**config.mk**
```make
export PLATFORM = sky130hd
export DESIGN_NAME = gbs_cell
export DESIGN_NICKNAME = d
export VERILOG_FILES = /design/src/hdl/gbs_pkg.sv /design/src/hdl/gbs_cell.sv
export SDC_FILE = /design/constraint.sdc
export NUM_CORES = 1
export LEC_CHECK = 0
export BUFFER_PORTS_ARGS = -buffer_cell sky130_fd_sc_hd__buf_2
export CORE_AREA = 2 2 176 178
export CTS_CLUSTER_DIAMETER = 120
export DETAILED_ROUTE_END_ITERATION = 6
export DIE_AREA = 0 0 178 180
export PLACE_DENSITY_LB_ADDON = 0.2
export SKIP_CTS_REPAIR_TIMING = 1
export SLEW_MARGIN = 5
export SYNTH_ARGS = -nofsm -noshare
export SYNTH_HDL_FRONTEND = slang
export SYNTH_SLANG_ARGS = --single-unit
```
**constraint.sdc**
```tcl
create_clock -name clk_i -period 4.4 [get_ports clk_i]
set_clock_uncertainty 0.2 [all_clocks]
set_input_delay 0.22 -clock clk_i [delete_from_list [all_inputs] [get_ports clk_i]]
set_output_delay 0.22 -clock clk_i [all_outputs]
set_load 0.01 [all_outputs]
```
**src/hdl/gbs_pkg.sv**
```systemverilog
// ----------------------------------------------------------------------------
// gbs_pkg: shared types and constants for greedy box suppression
// Beat structs for the box and result channels, the slot held in each cell
// of the ranking chain and the control group broadcast along the chain.
// ----------------------------------------------------------------------------
`default_nettype none

package gbs_pkg;

  localparam int unsigned MaxBoxesDef = 64;
  localparam logic [15:0] IouThrReset = 16'd29491;

  // one input beat
  typedef struct packed {
    logic [15:0] box_cx;
    logic [15:0] box_cy;
    logic [15:0] box_w;
    logic [15:0] box_h;
    logic [15:0] box_score;
    logic [7:0]  box_class;
    logic        final_box;
  } box_in_t;

  // one result beat
  typedef struct packed {
    logic [15:0] kept_cx;
    logic [15:0] kept_cy;
    logic [15:0] kept_w;
    logic [15:0] kept_h;
    logic [15:0] kept_score;
    logic [7:0]  kept_class;
    logic        end_of_list;
    logic        overflowed;
  } box_out_t;

  // stored box
  typedef struct packed {
    logic [15:0] cx;
    logic [15:0] cy;
    logic [15:0] w;
    logic [15:0] h;
    logic [15:0] score;
    logic [7:0]  cls;
  } box_t;

  // contents of one cell
  typedef struct packed {
    logic valid;
    logic supp;
    box_t box;
  } slot_t;

  // chain operations
  typedef enum logic [1:0] {
    OP_HOLD,
    OP_INSERT,
    OP_POP,
    OP_ROTATE
  } cell_op_e;

  // control broadcast to every cell
  typedef struct packed {
    cell_op_e op;
    box_t     new_box;
    box_t     head_box;
    logic     head_supp;
  } cell_ctl_t;

endpackage

`default_nettype wire

```
**src/hdl/gbs_cell.sv**
```systemverilog
// ----------------------------------------------------------------------------
// gbs_cell: one cell of the ranking chain
// Holds one box with its valid and suppressed bits. Takes part in sorted
// insertion, popping from the head and rotation of the head to the tail.
// ----------------------------------------------------------------------------
`default_nettype none

module gbs_cell (
  input  logic              clk_i,
  input  logic              rst_ni,
  input  gbs_pkg::cell_ctl_t ctl_i,
  input  gbs_pkg::slot_t    prev_i,
  input  logic              prev_ge_i,
  input  gbs_pkg::slot_t    next_i,
  output gbs_pkg::slot_t    slot_o,
  output logic              ge_o
);
  import gbs_pkg::*;

  logic valid_q, valid_d;
  logic supp_q, supp_d;
  box_t box_q, box_d;

  // held box ranks at or above the incoming one (equal keeps arrival order)
  assign ge_o = valid_q && (box_q.score >= ctl_i.new_box.score);

  assign slot_o.valid = valid_q;
  assign slot_o.supp  = supp_q;
  assign slot_o.box   = box_q;

  // next contents
  always_comb begin
    valid_d = valid_q;
    supp_d  = supp_q;
    box_d   = box_q;
    case (ctl_i.op)
      OP_INSERT: begin
        if (!ge_o) begin
          if (prev_ge_i) begin
            valid_d = 1'b1;
            supp_d  = 1'b0;
            box_d   = ctl_i.new_box;
          end else begin
            valid_d = prev_i.valid;
            supp_d  = prev_i.supp;
            box_d   = prev_i.box;
          end
        end
      end
      OP_POP: begin
        valid_d = next_i.valid;
        supp_d  = next_i.supp;
        box_d   = next_i.box;
      end
      OP_ROTATE: begin
        if (next_i.valid) begin
          valid_d = 1'b1;
          supp_d  = next_i.supp;
          box_d   = next_i.box;
        end else if (valid_q) begin
          supp_d = ctl_i.head_supp;
          box_d  = ctl_i.head_box;
        end
      end
      default: begin
        valid_d = valid_q;
      end
    endcase
  end

  // control bits
  always_ff @(posedge clk_i or negedge rst_ni) begin
    if (!rst_ni) begin
      valid_q <= 1'b0;
      supp_q  <= 1'b0;
    end else begin
      valid_q <= valid_d;
      supp_q  <= supp_d;
    end
  end

  // payload
  always_ff @(posedge clk_i) begin
    box_q <= box_d;
  end

endmodule

`default_nettype wire

```
* Word level (Yosys, flattened, before mapping) *
Cells that the tools add are included.

word-level totals
  register bits after elaboration = 90
  input bits = 362
  output and inout port bits = 91
  word-level logic and storage cells = 33

cells by class
  order comparisons = 1
  equality and inequality tests = 6
  muxes and demuxes = 14
  reductions and logical operators = 4

operator list
  cell                count
  $mux 88             4
  $pmux 88 s3         1
  $ge 16x16->1        1
  $mux 1              7
  $pmux 1 s3          2
  $reduce_and 3->1    2
  $eq 2x2->1 const B  2
  $ne 2x2->1 const B  2
  $ne 3x3->1 const B  1
  $reduce_bool 3->1   1
  $eq 2x1->1 const B  1
  $logic_and 1x1->1   1

* Depth between registers and ports, before layout *
  depth after elaboration = 4
  depth in mapped cells = 8

* Worst setup path after synthesis *
Ideal clock, no wire load.

  path kind = register -> register
  start point = reg box_q (netlist bit slot_o[9])
  end point = reg supp_q
  setup time = 129 ps
  arrival time = 3382 ps
  required time = 4071 ps
  slack = 689 ps
  stages on the path, launching flop included = 8
  buffers on the path = 0
  cell sequence = edfxtp_1 ha_1 nor2b_1 o211a_1 o31ai_2 nand3_2 a31oi_4 mux2_4

between the ends
  cells in the longest elaborated chain, start to end = 4

ends and longest elaborated chain
  item                               line            source
  start: declaration                 gbs_cell.sv:22  box_t box_q, box_d;
  start signal: assignment           gbs_cell.sv:84  box_q <= box_d;
  $ge 16x16->1                       gbs_cell.sv:25  assign ge_o = valid_q && (box_q.score >= ctl_i.new_box.score);
  $logic_and 1x1->1                  gbs_cell.sv:25
  $ne 2x2->1 (no source line)        --
  $reduce_and 3->1 (no source line)  --
  end signal: assignment             gbs_cell.sv:78  supp_q <= supp_d;
  end: declaration                   gbs_cell.sv:21  logic supp_q, supp_d;

No other way between the ends.
A chain may end at the register's enable or synchronous reset.

* Worst setup path after layout *
  start point = reg box_q (netlist bit slot_o[21])
  end point = reg supp_q

Same word-level chain as after synthesis.

==> impl_metrics.json <==
{
  "min_path_type": "input pin to async pin",
  "clock.fmax_ghz": 0.342,
  "p_leak_nw": 4.30,
  "grt_max_degree": 119,
  "syn_to_final_growth_pct": 48.5,
  "crit_arrival_ps": 2960,
  "met1_usage_pct": 15.8,
  "finalSetupViolCount": 0,
  "total_power_w": 0.00268,
  "grt-busiest-layer": "met2",
  "critPathLaunchType": "register",
  "antenna_found_initial": 0,
  "critPathMaxFanout": 46,
  "grt.met3_usage_pct": 2.54,
  "crit_slowest_cell": "buf_4",
  "grtUsageMet2_pct": 24.5,
  "via_count": 5910,
  "clock_tree.root_cell": "clkbuf_16",
  "synth.top_cell.area_share_pct": 44.0,
  "fin_crit_ps": 2930,
  "yosysTopAreaCell": "edfxtp_1",
  "die_area_sq_mm": 0.0320,
  "pin_count": 453,
  "critPathKind": "register to register",
  "worst_pin_slew_ps": 931,
  "routedWlPerCell_microns": 16.3,
  "cts.sink_count": 90,
  "port_buffers": 452,
  "dpl.cell_count": 1371,
  "crit_buf_inv": 1,
  "drive_above_1_share_pct": 48.9,
  "drt_pass1_iterations": 4,
  "synth_warnings": 0,
  "ys_ff_latch": 90,
  "drv_slew": 0,
  "synthesis.area_sq_mm": 0.00600,
  "clock_latency_ps": 340,
  "first_global_vias": 5806,
  "start_util_pct": 19.9,
  "grt_pass1_wl_microns": 32700,
  "max_slew_margin_pct": 37.9,
  "core_sq_mm": 0.0302,
  "r2r-end": "supp_q$_DFFE_PN0P_",
  "gp_congestion": 0.790,
  "stdcell_count": 1388,
  "grt_remaining_overflow": 0,
  "vias_per_cell": 4.26,
  "finalWirelength_microns": 22700,
  "rows": 64,
  "crit_chain": "ha_1, a21oi_1, o21ai_0, nor4_2, nand3_2, a31oi_4, buf_4, mux2_4",
  "cp_slowest_stage_delay_ps": 530,
  "crit_family": "buffers and inverters",
  "required_ps": 4430,
  "status": "finished, final reports clean",
  "finalCritPeriodShare_pct": 66.5,
  "ys_types": 28,
  "synth_nets": 945,
  "clk_path_buf_depth": 2,
  "dpl.hpwl_microns": 18200,
  "cts_tree": "yes",
  "htreeDepth": 3,
  "synthTopCellsByArea": "edfxtp_1 44%, mux2i_1 15%, a211oi_1 11%, nor2b_1 9.4%, a21oi_1 7.8%",
  "ir_drop_mv": 0.160,
  "worstSetupEndpointType": "register",
  "path_clk_slew_ps": 80,
  "antenna_left": 0,
  "diodes": 0,
  "die_w_microns": 178,
  "rrSetupSlack_ps": 1470,
  "fin_nets": 1365,
  "power_density_mw_per_mm2": 301,
  "fp.dieH_microns": 180,
  "drv_cap": 0,
  "drt_iter0_drc": 245,
  "tns_ps": 0,
  "postLayoutCoreUtil_pct": 29.5,
  "cts_buffers": 9,
  "worstRegToRegCells": 8,
  "hold_viol_final": 0,
  "synthCells": 567,
  "ys_seq_area_share_pct": 44.9,
  "grt_use_total_pct": 13.5,
  "r2r-start": "slot_o[21]$_DFFE_PP_",
  "grt_setup_unrepaired": "false",
  "drc": 0,
  "synth_area_per_cell_sq_um": 10.6
}
cells in the mapped netlist (all sizes together):
cell type	n
a211oi	89
a21oi	93
a31oi	3
and2	1
buf	23
clkbuf	28
dfrtp	2
edfxtp	88
ha	16
inv	18
mux2	1
mux2i	89
nand2	7
nand2b	1
nand3	1
nand4	2
nor2	2
nor2b	90
nor3	2
nor4	2
o211a	1
o21ai	6
o31ai	1
or3	1
worst max-delay path by stage:
stage / startpoint / end / slack, ps / cells after the start
4_1_cts: slot_o[21]$_DFFE_PP_ / supp_q$_DFFE_PN0P_ / 1360 / 8
3_5_place_dp: ctl_i[110] / supp_q$_DFFE_PN0P_ / 1350 / 10
5_1_grt: slot_o[21]$_DFFE_PP_ / supp_q$_DFFE_PN0P_ / 1250 / 8
3_3_place_gp: ctl_i[110] / supp_q$_DFFE_PN0P_ / 1360 / 10
6_report: slot_o[21]$_DFFE_PP_ / supp_q$_DFFE_PN0P_ / 1470 / 8
2_1_floorplan: slot_o[9]$_DFFE_PP_ / supp_q$_DFFE_PN0P_ / 690 / 7
power by group:
part           switching, W  total (W)  internal [W]
Sequential        0.0000356    0.00113       0.00109
Clock              0.000370   0.000817      0.000447
Combinational      0.000401   0.000730      0.000329
worst reg2reg max path: cells and delay by family, from the launching register on:
family	cells	cell delay, ps
adders and majority gates	1	320
and+or+nand+nor	2	480
DFF	1	400
AOI/OAI and AO/OA	3	510
buffers and inverters	1	530
muxes	1	370
through the flow:
stage | cell area [sq um] | setup WS, ps | hold slack [ps]
detailed placement | 8600 | 1350 | -182
finish | 8910 | 1470 | 12.2
global route | 8910 | 1250 | 15.0
floorplan | 6000 | 689 | -276
global placement | 8600 | 1360 | -184
CTS | 8900 | 1360 | -573
kinds of logic after synthesis:
logic type | Yosys count | synth area share, %
AOI/OAI and AO/OA | 193 | 20.3
adders and majority gates | 16 | 3.34
buffers and inverters | 69 | 5.01
DFF | 90 | 44.9
muxes | 90 | 15.1
and+or+nand+nor | 109 | 11.3
sequential cells by signal, summed over array words and instances (netlist names):
register  cells
valid_q       1
slot_o       88
supp_q        1
cell type report:
cell class | count | area, sq um
well taps | 396 | 495
repair buffers | 460 | 2340
inverters | 18 | 67.6
clock inverters | 7 | 75.1
fillers | 3252 | 21300
multi-input cells | 408 | 3010
flip-flops and latches | 90 | 2690
clock buffers | 9 | 225
cells in the final DEF, fill, tap and decap left out, types with 9 or more instances in the layout:
cell type | Yosys | final
buf_2 | 18 | 450
a21oi_1 | 93 | 93
nor2b_1 | 90 | 90
mux2i_1 | 89 | 89
a211oi_1 | 89 | 89
edfxtp_1 | 88 | 88
inv_1 | 17 | 17
ha_1 | 16 | 16
clkbuf_16 | 0 | 9
per-layer routing:
| layer | wire (microns) | up-vias | share of wire [%] |
|---|---|---|---|
| li1 | - | 2998 | - |
| met2 | 11600 | 207 | 51 |
| met5 | 0 | - | 0 |
| met3 | 1460 | 16 | 6.4 |
| met1 | 9280 | 2689 | 41 |
| met4 | 338 | 0 | 1.5 |
Note: power is estimated with default switching activity, not from simulation.
