File: src/hdl/gbs_pkg.sv
// ----------------------------------------------------------------------------
// gbs_pkg: shared types and constants for greedy box suppression
// Beat structs for the box and result channels, the slot held in each cell
// of the ranking chain and the control group broadcast along the chain.
// ----------------------------------------------------------------------------
`default_nettype none

package gbs_pkg;

  localparam int unsigned MaxBoxesDef = 64;
  localparam logic [15:0] IouThrReset = 16'd29491;

  // one input beat
  typedef struct packed {
    logic [15:0] box_cx;
    logic [15:0] box_cy;
    logic [15:0] box_w;
    logic [15:0] box_h;
    logic [15:0] box_score;
    logic [7:0]  box_class;
    logic        final_box;
  } box_in_t;

  // one result beat
  typedef struct packed {
    logic [15:0] kept_cx;
    logic [15:0] kept_cy;
    logic [15:0] kept_w;
    logic [15:0] kept_h;
    logic [15:0] kept_score;
    logic [7:0]  kept_class;
    logic        end_of_list;
    logic        overflowed;
  } box_out_t;

  // stored box
  typedef struct packed {
    logic [15:0] cx;
    logic [15:0] cy;
    logic [15:0] w;
    logic [15:0] h;
    logic [15:0] score;
    logic [7:0]  cls;
  } box_t;

  // contents of one cell
  typedef struct packed {
    logic valid;
    logic supp;
    box_t box;
  } slot_t;

  // chain operations
  typedef enum logic [1:0] {
    OP_HOLD,
    OP_INSERT,
    OP_POP,
    OP_ROTATE
  } cell_op_e;

  // control broadcast to every cell
  typedef struct packed {
    cell_op_e op;
    box_t     new_box;
    box_t     head_box;
    logic     head_supp;
  } cell_ctl_t;

endpackage

`default_nettype wire

File: src/hdl/gbs_iou.sv
// ----------------------------------------------------------------------------
// gbs_iou: pipelined overlap test for one pair of boxes
// Four stages: edges and overlap, products, union, threshold product.
// Answers inter*65536 > thr*union, never true when the union is zero.
// ----------------------------------------------------------------------------
`default_nettype none

module gbs_iou (
  input  logic          clk_i,
  input  logic          rst_ni,
  input  logic          start_i,
  input  gbs_pkg::box_t a_i,
  input  gbs_pkg::box_t b_i,
  input  logic [15:0]   thr_i,
  output logic          done_o,
  output logic          hit_o
);
  import gbs_pkg::*;

  logic [3:0]  vld_q;
  logic [17:0] ix_q, iy_q;
  logic [15:0] aw_q, ah_q, bw_q, bh_q;
  logic [35:0] inter_q, inter3_q;
  logic [31:0] aa_q, bb_q;
  logic [35:0] uni_q;
  logic [51:0] prod_q, lhs_q;
  logic        nz_q;
  logic [17:0] ix_d, iy_d;

  // overlap along one axis in half-pixel units, clamped at zero
  function automatic logic [17:0] overlap(input logic [15:0] ca, input logic [15:0] sa,
                                          input logic [15:0] cb, input logic [15:0] sb);
    logic signed [19:0] alo, ahi, blo, bhi, lo, hi, diff;
    alo = $signed({3'b000, ca, 1'b0}) - $signed({4'b0000, sa});
    ahi = $signed({3'b000, ca, 1'b0}) + $signed({4'b0000, sa});
    blo = $signed({3'b000, cb, 1'b0}) - $signed({4'b0000, sb});
    bhi = $signed({3'b000, cb, 1'b0}) + $signed({4'b0000, sb});
    lo  = (alo > blo) ? alo : blo;
    hi  = (ahi < bhi) ? ahi : bhi;
    diff = hi - lo;
    overlap = diff[19] ? 18'd0 : diff[17:0];
  endfunction

  assign ix_d = overlap(a_i.cx, a_i.w, b_i.cx, b_i.w);
  assign iy_d = overlap(a_i.cy, a_i.h, b_i.cy, b_i.h);

  // stage valids
  always_ff @(posedge clk_i or negedge rst_ni) begin
    if (!rst_ni) begin
      vld_q <= '0;
    end else begin
      vld_q <= {vld_q[2:0], start_i};
    end
  end

  // datapath stages
  always_ff @(posedge clk_i) begin
    ix_q     <= ix_d;
    iy_q     <= iy_d;
    aw_q     <= a_i.w;
    ah_q     <= a_i.h;
    bw_q     <= b_i.w;
    bh_q     <= b_i.h;
    inter_q  <= ix_q * iy_q;
    aa_q     <= aw_q * ah_q;
    bb_q     <= bw_q * bh_q;
    uni_q    <= {2'b00, aa_q, 2'b00} + {2'b00, bb_q, 2'b00} - inter_q;
    inter3_q <= inter_q;
    prod_q   <= thr_i * uni_q;
    lhs_q    <= {inter3_q, 16'd0};
    nz_q     <= (uni_q != 36'd0);
  end

  assign done_o = vld_q[3];
  assign hit_o  = nz_q && (lhs_q > prod_q);

endmodule

`default_nettype wire
File: config.mk
export PLATFORM = sky130hd
export DESIGN_NAME = gbs_iou
export DESIGN_NICKNAME = d
export VERILOG_FILES = /design/src/hdl/gbs_pkg.sv /design/src/hdl/gbs_iou.sv
export SDC_FILE = /design/constraint.sdc
export NUM_CORES = 2
export LEC_CHECK = 0
export BUFFER_PORTS_ARGS = -buffer_cell sky130_fd_sc_hd__buf_2
export CAP_MARGIN = 15
export CORE_MARGIN = 2
export CORE_UTILIZATION = 30
export DETAILED_ROUTE_END_ITERATION = 12
export PLACE_DENSITY = 0.41
export SYNTH_ARGS = -nofsm -noshare
export SYNTH_HDL_FRONTEND = slang
export SYNTH_SLANG_ARGS = --single-unit
export TNS_END_PERCENT = 1
File: constraint.sdc
create_clock -name clk_i -period 7.8 [get_ports clk_i]
set_input_delay 1.56 -clock clk_i [delete_from_list [all_inputs] [get_ports clk_i]]
set_output_delay 1.56 -clock clk_i [all_outputs]
set_load 0.01 [all_outputs]
# Word level (Yosys, flattened, before mapping)
# Cells that the tools add are included.
[word_totals]
output_inout_bits = 2
reg_bits = 365
in_bits = 195
word_cells = 42
[classes]
n_addsub = 12
n_mux = 4
mul = 4
n_reduce_logical = 2
n_lt_le_gt_ge = 5
[op_table]
columns = ["operator", "count"]
rows = [
  ["$add 17x16->18", 4],
  ["$sub 17x16->18", 4],
  ["$mul 16x16->32", 2],
  ["$gt 52x52->1", 1],
  ["$mul 16x36->52", 1],
  ["$mux 20", 2],
  ["$sub 19x20->20", 2],
  ["$gt 18x18->1", 2],
  ["$lt 18x18->1", 2],
  ["$mul 18x18->36", 1],
  ["$mux 18", 2],
  ["$reduce_bool 36->1", 1],
  ["$sub 35x36->36", 1],
  ["$add 34x34->35", 1],
  ["$logic_and 1x1->1", 1],
]

# Logic depth before layout (Yosys ltp)
[logic_depth]
ltp_word = 4
depth_mapped = 39
ltp_nobuf = 35

# Worst setup path before layout
# Ideal clock, no wire load.
[synth_path]
kind = "input to register"
from = "in b_i[26] (netlist name)"
to = "reg iy_q[0]"
t_arrival_ns = 8.867
required_time_ns = 7.666
path_slack_ns = -1.201
n_path_buf = 4
setup_ns = 0.134
path_stages = 36
cell_sequence = "inv_1 -> ha_1 -> nor2b_1 -> o21ai_0 -> a21oi_1 -> o21ai_0 -> a21oi_1 -> o2111ai_1 -> a21oi_1 -> o41ai_1 -> or4b_2 -> o311ai_0 -> ha_1 -> and4_1 -> nand2_1 -> a21oi_1 -> a21o_1 -> maj3_2 -> a221oi_2 -> a31oi_4 -> buf_6 -> buf_2 -> buf_2 -> a21oi_1 -> ha_1 -> or2_2 -> a21o_1 -> nand2_1 -> o21bai_1 -> a31oi_1 -> o211ai_1 -> a31oi_1 -> or2_2 -> buf_1 -> nor3_1 -> or4_1"
[synth_between]
elab_chain_cells = 4
word_cells_on_any_way = 7
cone_classes = "add/sub: 3; order compare: 2; mux: 2"
[synth_lines]
columns = ["element", "line_no", "rtl"]
rows = [
  ["from (decl)", "gbs_iou.sv:13", "input gbs_pkg::box_t b_i,"],
  ["$add 17x16->18 or $sub 17x16->18 (tied branches)", "gbs_iou.sv:37, gbs_iou.sv:36", ""],
  ["$lt 18x18->1 or $gt 18x18->1 (tied branches)", "gbs_iou.sv:39, gbs_iou.sv:38", ""],
  ["$mux 18 or $mux 20 (tied branches)", "gbs_iou.sv:39, gbs_iou.sv:38", ""],
  ["$sub 19x20->20 (*)", "gbs_iou.sv:40", "diff = hi - lo;"],
  ["to (signal assigned)", "gbs_iou.sv:59", "iy_q <= iy_d;"],
  ["to (decl)", "gbs_iou.sv:21", "logic [17:0] ix_q, iy_q;"],
]
# Mark *: on every way between the ends. The rest lies on a longest branch, timed or not.
# A chain may end at the register's enable or synchronous reset.

# Final worst setup path
[layout_path]
from = "in b_i[26] (netlist name)"
to = "reg iy_q[1]"
# Same word-level chain as after synthesis.

==> metrics <==
Max stage delay cell, worst path or4b_4; FP Rows 172; total wire length 206 mm; initial drt markers 2371; number of global-route vias before repair 55800; largest cells by area after synthesis fa_1 (35%), ha_1 (14%), dfxtp_1 (11%); outcome completed; CTS clk-pin slew, worst paths 0.06 ns; Yosys top cell area share 0.352; clock root buffer clkbuf_16; Worst Hold Class register to register; Post-synth top cells inv_1 (1695), fa_1 (1160), nand2_1 (1070); synthesized net count 9671; count leader, synth inv_1; routed via count 51200; Max Cap Viol 0; Area Overhead vs Synth 17.1%; critical-path maximum fanout 5; Util after Layout 0.352; DP HPWL 178 mm; crit end category register; largest buffer count on any clock path 3; # setup viols final 0; nets 10300; Slew headroom 0.314; CP startpoint b_i[26]; number of antenna violations at the first check in global routing 12; Main synth FF type dfxtp_1; Avg Inst Size Synth 8.70 um2; Layout Skew 0.0427 ns; H-Tree Depth 2; Post-synth EDFFs 0; Starting Density 0.301; Die Area 224000 um2; Clk Latency, worst-skew pair 0.68 ns; fmax 129 MHz; FF-to-FF End bb_q[31]; r2r setup slk 0.60 ns; Post-Syn Area 65900 um2; I/O pin cnt 197; sequential fraction of the synthesis area 0.111; Hold WS 0.321 ns; share of layout cells above drive strength 1 0.135; RSZ-0062 raised after global routing yes; first-pass GRT wire length 326 mm; final number of max-transition violations 0; post-synthesis cell type count 81; die width 473 um; TritonRoute pass-1 iters 5; Synth async-reset ratio 0.0110; Critical Path Sink iy_q[1]; crit-path max cell delay 0.52 ns; DR WL/cell 18.4 um; Most common cell on crit path a21oi_2; Num CTS Buffers 49; Die Ht 473 um; gpl congestion 0.870; grt total ovfl 0; Synth warnings 0; fillcell total 23000; WP data required 8.34 ns; I/O Buffers 148; Post-CTS Hold Buffers 0; cell taking the most area after synthesis fa_1; r2r startpoint bw_q[8]; Synth Instances 7578; worst-margin pin slew 1.03 ns; DRC violations left 0; Final Hold Fails 0; Clock Sinks 364; Seq cells post-synth 364; fin crit share 0.998; largest net degree at the start of global routing 65; Setup crit start kind input port; total core area 219000 um2; r2r worst-path depth 23; gr usage total 0.188; worst endpoint data arrival time 8.33 ns; Antenna Nets Post-Route 0; CTS tree built; crit path time final 7.78 ns; CP Class input port to register; post-DR vias/cell 4.59
-- layer usage --
| metal | vias to the layer above | track usage | share of wire |
|---|---|---|---|
| li1 | 24400 | - | - |
| met1 | 25700 | 0.246 | 0.45 |
| met2 | 871 | 0.331 | 0.49 |
| met3 | 178 | 0.0182 | 0.035 |
| met4 | 4 | 0.0431 | 0.021 |
| met5 | - | 0 | 0.00012 |
-- placed cells by master (no fill, tap or decap), types with 43 or more instances in the layout --
master / netlist / layout
inv_1: 1695 / 1693
fa_1: 1160 / 1159
nand2_1: 1070 / 1066
ha_1: 738 / 734
buf_4: 0 / 733
and2_1: 470 / 470
dfxtp_1: 360 / 359
a21oi_1: 291 / 276
nor2_1: 223 / 217
xnor2_1: 213 / 211
buf_2: 14 / 147
o21ai_0: 140 / 119
a21o_1: 113 / 113
xor2_1: 70 / 70
nor3_1: 68 / 63
mux2i_1: 53 / 51
o21bai_1: 50 / 49
nor2b_1: 51 / 49
clkbuf_16: 0 / 49
nand3_1: 47 / 47
o21a_1: 46 / 46
nand2b_1: 43 / 43
-- registers in the layout (all words and copies together) (netlist names) --
name      count
vld_q         4
prod_q       52
ah_q         16
iy_q         18
inter_q      36
aa_q         32
lhs_q        36
uni_q        36
inter3_q     35
bb_q         32
bh_q         16
aw_q         16
ix_q         18
nz_q          1
bw_q         16
-- kinds of logic (layout without fill, tap and decap cells) --
group	count (synthesis)	after routing	share of synthesized area
AND/OR/NAND/NOR	2122	2122	0.151
flip-flops	364	364	0.111
XOR/XNOR	283	283	0.0376
multiplexers	61	61	0.00941
buffers and inverters	1990	2688	0.114
AO/OA/AOI/OAI	859	859	0.0846
other	0	8	0
adder cells (fa/ha/maj)	1899	1899	0.492
-- cell type report --
cell class	instances	area, um2	area share
Sequential cell	364	7310	0.0947
Tap cell	2871	3590	0.0465
Clock buffer	63	1330	0.0172
Clock inverter	28	348	0.00451
Multi-Input combinational cell	5224	51600	0.669
Timing Repair Buffer	902	6590	0.0853
Antenna cell	8	20.0	0.000259
Inverter	1695	6370	0.0825
-- stage by stage --
step           area [um2]  worst slack [ns]  setup TNS, ns  std cells
2_1_floorplan       66000            -0.425         -12.86       7578
3_3_place_gp        74900             -1.07         -38.48      11000
3_5_place_dp        74900             -1.02         -40.31      11000
4_1_cts             76700          -0.00821        -0.0233      11100
5_1_grt             77200            -0.221          -3.46      11200
6_report            77200            0.0189              0      11200
-- repair_timing --
| item | CTS | global route |
|---|---|---|
| setup buffers | 3 | 6 |
| pin swaps | 7 | 54 |
| endpoints found under the setup margin | 41 | 43 |
| resized for setup | 16 | 108 |
| gates cloned | 0 | 1 |
-- how the worst min path moves through the flow --
stage          depth (start not counted)          from   endpoint  slack, ns
4_1_cts                                0  inter3_q[29]  lhs_q[45]       0.32
6_report                               0   inter3_q[3]  lhs_q[19]       0.32
5_1_grt                                0  inter3_q[34]  lhs_q[50]       0.33
2_1_floorplan                          0   inter3_q[1]  lhs_q[17]       0.31
3_3_place_gp                           0  inter3_q[35]  lhs_q[51]       0.31
3_5_place_dp                           0   inter3_q[3]  lhs_q[19]       0.31
-- critical path, delay by kind of cell --
kind | cells | cell delay, ns
buffers and inverters | 3 | 0.34
AND/OR/NAND/NOR | 10 | 2.10
AO/OA/AOI/OAI | 18 | 3.14
adder cells (fa/ha/maj) | 4 | 1.17
Power is not shown: default switching activity piles up to over one toggle a cycle in this logic, so the estimate is an artifact.
